<file path="src/rtl/tsi_pkg.sv">
package tsi_pkg;

  localparam int CornerW = 16;
  localparam int KeyW = 2 * CornerW;

  localparam int QueueDepth = 2;
  localparam int QueuePtrW = 1;

  localparam int EpochW = 8;
  localparam logic [EpochW-1:0] EpochNone = '0;
  localparam logic [EpochW-1:0] EpochFirst = EpochW'(1);
  localparam logic [EpochW-1:0] EpochMax = '1;

  typedef struct packed {
    logic [CornerW-1:0] corner_a;
    logic [CornerW-1:0] corner_b;
    logic [CornerW-1:0] corner_c;
    logic start_pass;
    logic [2:0][KeyW-1:0] edge_keys;
  } tsi_req_t;

endpackage

</file>
<file path="src/rtl/tsi_queue.sv">
module tsi_queue import tsi_pkg::*; (
  input  logic clk,
  input  logic rst_n,
  input  logic push,
  input  tsi_req_t push_req,
  input  logic pop,
  output tsi_req_t head,
  output logic full,
  output logic empty
);

  tsi_req_t q_r [QueueDepth];
  logic [QueuePtrW-1:0] wr_ptr_r;
  logic [QueuePtrW-1:0] rd_ptr_r;
  logic [QueuePtrW:0] count_r;
  logic [QueuePtrW:0] count_nxt;

  assign head = q_r[rd_ptr_r];
  assign full = (count_r == (QueuePtrW+1)'(QueueDepth));
  assign empty = (count_r == '0);

  always_comb begin
    case ({push, pop})
      2'b10: count_nxt = count_r + (QueuePtrW+1)'(1);
      2'b01: count_nxt = count_r - (QueuePtrW+1)'(1);
      default: count_nxt = count_r;
    endcase
  end

  always_ff @(posedge clk) begin
    if (push) begin
      q_r[wr_ptr_r] <= push_req;
    end
    if (!rst_n) begin
      wr_ptr_r <= '0;
      rd_ptr_r <= '0;
      count_r <= '0;
    end else begin
      if (push) begin
        wr_ptr_r <= wr_ptr_r + QueuePtrW'(1);
      end
      if (pop) begin
        rd_ptr_r <= rd_ptr_r + QueuePtrW'(1);
      end
      count_r <= count_nxt;
    end
  end

`ifndef SYNTH
  a_no_push_when_full: assert property (@(posedge clk) disable iff (!rst_n)
    !(push && full))
    else $error("request pushed into full queue");

  a_no_pop_when_empty: assert property (@(posedge clk) disable iff (!rst_n)
    pop |-> !empty)
    else $error("request popped from empty queue");
`endif

endmodule

</file>
<file path="config.mk">
export PLATFORM = sky130hd
export DESIGN_NAME = tsi_queue
export DESIGN_NICKNAME = d
export VERILOG_FILES = /design/src/rtl/tsi_pkg.sv /design/src/rtl/tsi_queue.sv
export SDC_FILE = /design/constraint.sdc
export NUM_CORES = 1
export LEC_CHECK = 0
export ABC_AREA = 1
export ABC_CLOCK_PERIOD_IN_PS = 8630
export BUFFER_PORTS_ARGS = -buffer_cell sky130_fd_sc_hd__buf_2
export CAP_MARGIN = 20
export CORE_MARGIN = 5
export CORE_UTILIZATION = 40
export CTS_BUF_LIST = sky130_fd_sc_hd__clkbuf_16
export CTS_CLUSTER_SIZE = 24
export DETAILED_ROUTE_END_ITERATION = 12
export HOLD_SLACK_MARGIN = 0.03
export PLACE_DENSITY_LB_ADDON = 0.08
export SYNTH_ARGS = -nofsm -noshare
export SYNTH_HDL_FRONTEND = slang
export SYNTH_SLANG_ARGS = --single-unit
</file>
<file path="constraint.sdc">
create_clock -name clk -period 8.63 [get_ports clk]
set_input_delay 0.4315 -clock clk [delete_from_list [all_inputs] [get_ports clk]]
set_output_delay 0.4315 -clock clk [all_outputs]
set_load 0.05 [all_outputs]
</file>
==> impl_metrics.yaml, run 1 <==
clock_tree:
  clkTransAtPathRegs_ns: 0.06
  clock_sinks: 295
  cts_tree: "done"
  clkLatencyLatePin_ns: 0.49
  htreeDepth: 2
  cts_hold_buffers: 0
  post-cts-setup-buffer-count: 0
  cts.root.buffer_cell: "clkbuf_16"
  cts_resized: 0
  clockBufferDepth: 3
  cts_buffers: 34
logic_synthesis:
  ys_types: 13
  ys_seq_elements: 295
  synth_edf_count: 290
  yosysSeqAreaShare: 0.810
  ys_warn_count: 0
  synthTopCellsByCount: "290 x edfxtp_1, 95 x mux2_2, 50 x mux2_4, 12 x nor2_1, 9 x buf_2"
  synth_nets: 636
  avgSynthCellArea_um2: 22.4
  yosys-top-cells-area: "edfxtp_1 80%, mux2_2 9.8%, mux2_4 6.9%"
  synth_ff_type: "edfxtp_1"
  yosysTopAreaCell: "edfxtp_1"
  async_flop_share: 0
  netlist_instances: 486
  synth_top_area_share: 0.800
  synth_area_um2: 10900
  yosysMostFrequentCell: "edfxtp_1"
power_and_ir_drop:
  pwr_density_cell_nw_per_um2: 256
  vdd_drop_max_v: 0.000142
  leakage_nw: 5.37
  fin_total_pwr_mw: 3.54
sta:
  slew-limit-headroom: 0.320
  final_max_slew_viol_count: 0
  setup_violations: 0
  period_minus_slack_ns: 3.38
  timing.final.hold_violations: 0
  post-route-period-util: 0.391
  whs_ns: 0.124
  skew_ns: 0.00697
  timing.setup.tns_ns: 0
  worst_pin_slew_ns: 1.02
  rsz0062_at_grt: "false"
  max_freq_ghz: 0.296
worst_setup_path:
  crit_required_ns: 8.20
  cp_top_family: "buffers and inverters"
  cp.buffers_inverters: 4
  cpPeakStageDelay_ns: 0.60
  cp.depth: 5
  crit_chain: "buf_16, buf_4, buf_16, mux2_2, buf_2"
  cp_common_cell: "buf_16"
  worstSetupPathType: "reg2out"
  crit_path_end_kind: "output port"
  crit_arrival_ns: 2.94
  critical_path_peak_fanout: 47
  r2r_cells: 3
  cp_slowest_cell: "dfxtp_4"
  startpoint_type: "flip-flop"
detailed_routing:
  antenna_left: 0
  drc: 0
  dr.pass1.iters: 4
  drt_iter0_drc: 290
  num_vias: 5520
  routed_via_density: 4.71
  routedWlPerCell_um: 18.8
  drt-total-wl_um: 22000
floorplanning:
  io_pins: 296
  die-area_um2: 30600
  die_w_um: 175
  core_um2: 26900
  die_h_um: 175
  rows: 60
  start_util: 0.405
layout:
  synthToLayoutAreaGrowth_pct: 27.5
  finish.utilization: 0.516
  num-nets-final: 957
  layout-drive-gt1-share: 0.599
grt:
  grt_pass1_vias: 6112
  met2_usage: 0.237
  grt_max_degree: 74
  grtUsageMet1: 0.164
  global_route.usage.met3: 0.0493
  antenna_found_initial: 4
  grt.busiest_layer: "met2"
  grt_pass1_wl_um: 33100
  grtUsageTotal: 0.138
  grt_overflow: 0
job:
  maxCapViolCount: 0
placed_design:
  place.gp.congestion: 0.718
  dp_hpwl_um: 14500
  portBuffers: 295
worst_hold_path:
  hold_depth: 1
  hp-class: "in2reg"
status:
  status: "finished clean"
cells in the final DEF, fill, tap and decap left out, types with 2 or more instances in the layout:
master	netlist	final
buf_16	0	2
buf_2	9	295
buf_4	0	4
bufinv_16	0	3
clkbuf_16	0	37
clkinv_2	0	6
dfxtp_1	5	4
edfxtp_1	290	290
inv_1	6	15
mux2_2	95	95
mux2_4	50	50
nand2_1	8	8
nor2_1	12	11
per-stage QoR:
step	setup slack, ns	instances	area (um2)
after floorplan	1.41	486	10900
after global placement	5.33	1110	12700
after detailed placement	5.28	1110	12700
after CTS	4.74	1169	13800
after global routing	5.09	1172	13900
final	5.25	1172	13900
logic make-up (layout without fill, tap and decap cells):
kind of cell,count (synthesis),count (layout),synth area share
other cells,0,1,0
simple gates,21,21,0.00748
buf+inv,22,366,0.0135
mux,145,145,0.167
fa+ha+maj,1,1,0.00115
flops,295,295,0.810
compound gates,2,2,0.000919
per-layer routing:
metal / vias up / wire, um
met5: - / 41
met4: 6 / 415
met3: 43 / 1750
met2: 198 / 11200
met1: 2717 / 8640
li1: 2556 / -
area by class of cell:
type | count | area, um2
clock inverters | 22 | 178
clock buffers | 37 | 926
multi-input cells | 169 | 1930
fillers | 2231 | 13000
well taps | 341 | 427
flip-flops and latches | 295 | 8810
inverters | 6 | 27.5
diodes | 1 | 2.50
repair buffers | 301 | 1560
report_power, final:
group | internal [mW] | switching, mW | leakage [nW]
combinational | 0.144 | 0.345 | 2.02
clock | 0.857 | 0.515 | 0.581
sequential | 1.66 | 0.0212 | 2.76
path summary, 6_finish.rpt:
path | startpoint | to | slack (ns)
setup reg to reg | wr_ptr_r | q_r[1][77] | 6.15
setup / recovery | flip-flop | head[32] | 5.25
hold reg to reg | rd_ptr_r | rd_ptr_r | 0.51
hold / removal | push_req[61] | q_r[1][61] | 0.12
flip-flops by register name, summed over array words and instances (netlist names), named ones only:
name	cells
count_r	2
wr_ptr_r	1
q_r	290
rd_ptr_r	1
No activity file was read; power rests on OpenSTA's default activity.
==> run 2: changes to the inputs <==
Settings changed: ABC_CLOCK_PERIOD_IN_PS 8630 to 3200.
Clock period 8.63 ns to 3.2 ns, I/O delays scaled along.
==> impl_metrics.yaml, run 2 (synthesis gave the netlist of run 1 again) <==
clock_tree:
  cts_tree: "done"
  cts_hold_buffers: 149
  post-cts-setup-buffer-count: 0
  cts_resized: 0
  cts_buffers: 34
  clkLatencyLatePin_ns: 0.49
  clock_sinks: 295
  clkTransAtPathRegs_ns: 0.05
  cts.root.buffer_cell: "clkbuf_16"
  clockBufferDepth: 3
  htreeDepth: 2
layout:
  layout-drive-gt1-share: 0.505
  synthToLayoutAreaGrowth_pct: 40.9
  mostFrequentLayoutCells: "295 x buf_2, 290 x edfxtp_1, 149 x dlygate4sd3_1"
  fin_area_um2: 15300
  max_flop_register: "q_r"
  num-nets-final: 1107
  reg.largest.list: "q_r: 290 flops, count_r: 2 flops"
  largest_reg_flops: 290
  fillers: 2120
  layout_commonest_cell: "buf_2"
detailed_routing:
  routed_via_density: 4.59
  drt_iter0_drc: 181
  routedWlPerCell_um: 17.6
  dr.pass1.iters: 4
  drt-total-wl_um: 23200
  drc: 0
  antenna_left: 0
  num_vias: 6074
floorplanning:
  die_h_um: 175
  die_w_um: 175
  core_um2: 26900
  io_pins: 296
  start_util: 0.405
  rows: 60
  die-area_um2: 30600
sta:
  period_minus_slack_ns: 2.47
  worst_pin_slew_ns: 0.778
  post-route-period-util: 0.773
  skew_ns: 0.00644
  slew-limit-headroom: 0.480
  rsz0062_at_grt: "false"
  timing.final.hold_violations: 0
  timing.setup.tns_ns: 0
  whs_ns: 0.212
  max_freq_ghz: 0.404
  setup_violations: 0
  final_max_slew_viol_count: 0
placed_design:
  portBuffers: 295
  dp_hpwl_um: 15200
  place_area_um2: 12800
  place.gp.congestion: 0.719
worst_setup_path:
  cpPeakStageDelay_ns: 0.77
  worstSetupPathType: "reg2out"
  crit_required_ns: 3.04
  crit_arrival_ns: 2.31
  critical_path_peak_fanout: 51
  cp_top_family: "flip-flops"
  startpoint_type: "flip-flop"
  cp.buffers_inverters: 2
  cp_slowest_cell: "dfxtp_4"
  crit_chain: "buf_12, mux2_2, buf_2"
  crit_path_end_kind: "output port"
grt:
  antenna_found_initial: 3
  grt_pass1_vias: 6745
  grt_max_degree: 99
  grtUsageTotal: 0.146
  grt_overflow: 0
  grt_pass1_wl_um: 35400
worst_hold_path:
  hp-class: "in2reg"
power_and_ir_drop:
  vdd_drop_max_v: 0.000538
  leakage_nw: 5.95
  pwr_density_cell_nw_per_um2: 623
status:
  status: "finished clean"
job:
  maxCapViolCount: 0
run 2: stage by stage:
| stage | util | instances | setup slack [ns] | power [mW] |
|---|---|---|---|---|
| after floorplan | - | 486 | 0.220 | 5.60 |
| after global placement | 0.476 | 1113 | 1.24 | 5.94 |
| after detailed placement | 0.476 | 1113 | 1.21 | 5.96 |
| after CTS | 0.570 | 1321 | 0.679 | 9.69 |
| after global routing | 0.570 | 1323 | 0.644 | 9.94 |
| final | 0.570 | 1323 | 0.728 | 9.54 |
run 2: final cells by class:
cell class              count  area, um2  share of cell area
diodes                      2       5.00            0.000327
clock buffers              35        876              0.0572
repair buffers            451       3080               0.201
clock inverters            24        164              0.0107
inverters                   6       26.3             0.00171
multi-input cells         169       1930               0.126
well taps                 341        427              0.0278
flip-flops and latches    295       8810               0.575
run 2: power breakdown:
part | leakage (nW) | switching (mW) | total, mW | internal [mW]
clock | 0.537 | 1.39 | 3.53 | 2.14
sequential | 2.76 | 0.0644 | 4.54 | 4.48
combinational | 2.65 | 0.958 | 1.47 | 0.512
total | 5.95 | 2.42 | 9.54 | 7.13
run 2: worst register-to-register path: stages, from the launching register on:
cell and delay (ns):
dfxtp_1 0.34, nand2_1 0.13, clkinvlp_4 0.64, buf_12 0.49
run 2: final timing paths:
path / to / from / cells after the start / slack (ns)
setup / recovery: head[77] / flip-flop / 3 / 0.73
hold reg to reg: flip-flop / rd_ptr_r / 2 / 0.49
setup reg to reg: q_r[1][107] / wr_ptr_r / 3 / 1.25
hold / removal: count_r[0] / push / 4 / 0.21
run 2: layer usage:
metal | GRT usage | share of wire | up-vias
met2 | 0.258 | 0.51 | 205
met3 | 0.0426 | 0.068 | 41
li1 | - | - | 2870
met4 | 0.0471 | 0.022 | 2
met1 | 0.172 | 0.40 | 2956
met5 | 0 | 0.00086 | -
==> run 3: changes to the inputs <==
Settings changed: ABC_CLOCK_PERIOD_IN_PS 3200 to 2550.
Clock period 3.2 ns to 2.55 ns, I/O delays scaled along.
==> impl_metrics.yaml, run 3 (synthesis gave the netlist of run 1 again) <==
layout:
  mostFrequentLayoutCells: "295 x buf_2, 290 x edfxtp_1, 149 x dlygate4sd3_1"
  fillers: 2154
  fin_area_um2: 15200
  layout_commonest_cell: "buf_2"
  layout-drive-gt1-share: 0.499
  seq_area_um2: 8810
  num-nets-final: 1106
  n_antenna_cell: 0
  max_flop_register: "q_r"
  largest_reg_flops: 290
  reg.largest.list: "q_r: 290 flops, count_r: 2 flops"
  multi_input_area_um2: 1930
  synthToLayoutAreaGrowth_pct: 39.9
power_and_ir_drop:
  pwr_density_cell_nw_per_um2: 756
  fin_total_pwr_mw: 11.5
  vdd_drop_max_v: 0.000661
  power.internal_mw: 8.54
  pwr-share-clk: 0.344
  swShare: 0.258
  pwr-share-comb: 0.161
  leakage_nw: 5.91
  seq_power_share: 0.495
  p_sw_mw: 2.96
worst_setup_path:
  endpoint: "head[137]"
  critical_path_peak_fanout: 38
  worstSetupPathType: "reg2out"
  cpPeakStageDelay_ns: 0.73
  reg2reg_to: "wr_ptr_r"
  cp_top_family: "flip-flops"
  cp.depth: 3
  cp_slowest_cell: "dfxtp_4"
  r2r_start: "wr_ptr_r"
  startpoint_type: "flip-flop"
  cp.buffers_inverters: 2
  r2r_setup_slack_ns: 0.80
  crit_chain: "buf_4, mux2_2, buf_2"
  crit_path_end_kind: "output port"
  r2r_cells: 5
  crit_arrival_ns: 2.20
  crit_required_ns: 2.42
clock_tree:
  htreeDepth: 1
  cts_tree: "done"
  cts.root.buffer_cell: "clkbuf_16"
  cts_buffers: 31
  clkLatencyLatePin_ns: 0.54
  clkTransAtPathRegs_ns: 0.06
  cts_resized: 0
  clock_sinks: 295
  clockBufferDepth: 3
grt:
  grt_max_degree: 87
  grt_pass1_vias: 6616
  grtUsageTotal: 0.145
  grt_overflow: 0
  grt_pass1_wl_um: 35500
  antenna_found_initial: 1
sta:
  setup_violations: 0
  post-route-period-util: 0.911
  period_minus_slack_ns: 2.32
  timing.final.hold_violations: 0
  final_max_slew_viol_count: 0
  skew_ns: 0.0131
  rsz0062_at_grt: "false"
  slew-limit-headroom: 0.609
  worst_pin_slew_ns: 0.587
  max_freq_ghz: 0.430
detailed_routing:
  dr.pass1.iters: 4
  antenna_left: 0
  drt-total-wl_um: 23300
  routedWlPerCell_um: 17.7
  routed_via_density: 4.55
  drt_iter0_drc: 268
  drc: 0
  num_vias: 6001
placed_design:
  dp_hpwl_um: 15300
  portBuffers: 295
  place.gp.congestion: 0.762
  place_area_um2: 12800
floorplanning:
  rows: 60
  die_w_um: 175
  die_h_um: 175
  die-area_um2: 30600
  core_um2: 26900
  start_util: 0.405
  io_pins: 296
worst_hold_path:
  hp-class: "in2reg"
  hold_depth: 4
job:
  maxCapViolCount: 0
status:
  status: "finished clean"
[run 3: cell types whose count changed in the layout (fill, tap and decap cells not counted), sizes merged]
| cell | change |
|---|---|
| clkinv | -5 |
| inv | +5 |
| diode | -2 |
| buf | +2 |
| bufinv | -1 |
| clkbuf | -4 |
[run 3: timing repair]
action	CTS	global route
endpoints found under the hold margin	295	0
setup buffers	0	0
hold buffers	149	0
[run 3: routing by layer]
layer	track usage	wire length [um]
met5	0	13
met4	0.0331	478
met3	0.0478	1830
met2	0.252	11700
met1	0.177	9260
[run 3: final cells by class]
cell class / instances / area share
timing repair buffer: 453 / 0.205
clock inverter: 23 / 0.00806
clock buffer: 31 / 0.0510
multi-input combinational: 169 / 0.127
sequential: 295 / 0.579
tap: 341 / 0.0280
inverter: 6 / 0.00173
[run 3: worst min-delay path by stage]
stage | from | endpoint | slack (ns)
after floorplan | push_req[0] | q_r[0][0] | 0.23
after global placement | push_req[70] | q_r[0][70] | 0.32
after detailed placement | push_req[141] | q_r[0][141] | 0.32
after CTS | push | count_r[0] | 0.09
after global routing | push | count_r[0] | 0.12
final | push | count_r[0] | 0.11
[run 3: stage by stage]
| step | hold slack, ns | setup slack [ns] | TNS, ns | util | std cells |
|---|---|---|---|---|---|
| global route | 0.121 | 0.0869 | 0 | 0.566 | 1318 |
| CTS | 0.0851 | 0.128 | 0 | 0.566 | 1318 |
| detailed placement | 0.319 | 0.730 | 0 | 0.477 | 1115 |
| finish | 0.112 | 0.226 | 0 | 0.566 | 1318 |
| global placement | 0.315 | 0.745 | 0 | 0.477 | 1115 |
| floorplan | 0.226 | -0.394 | -104.17 | - | 486 |
[run 3: tightest hold or removal path, delay by kind of cell]
family	cells	cell delay (ns)
compound gates	1	0.07
fa+ha+maj	1	0.18
buf+inv	2	0.24
[run 3: power groups by stage]
stage	Sequential, mW	Clock (mW)	Combinational (mW)
floorplan	5.78	0	1.26
global placement	5.79	0	1.67
detailed placement	5.80	0	1.69
CTS	5.70	4.09	1.88
global route	5.72	4.30	1.95
finish	5.70	3.95	1.85
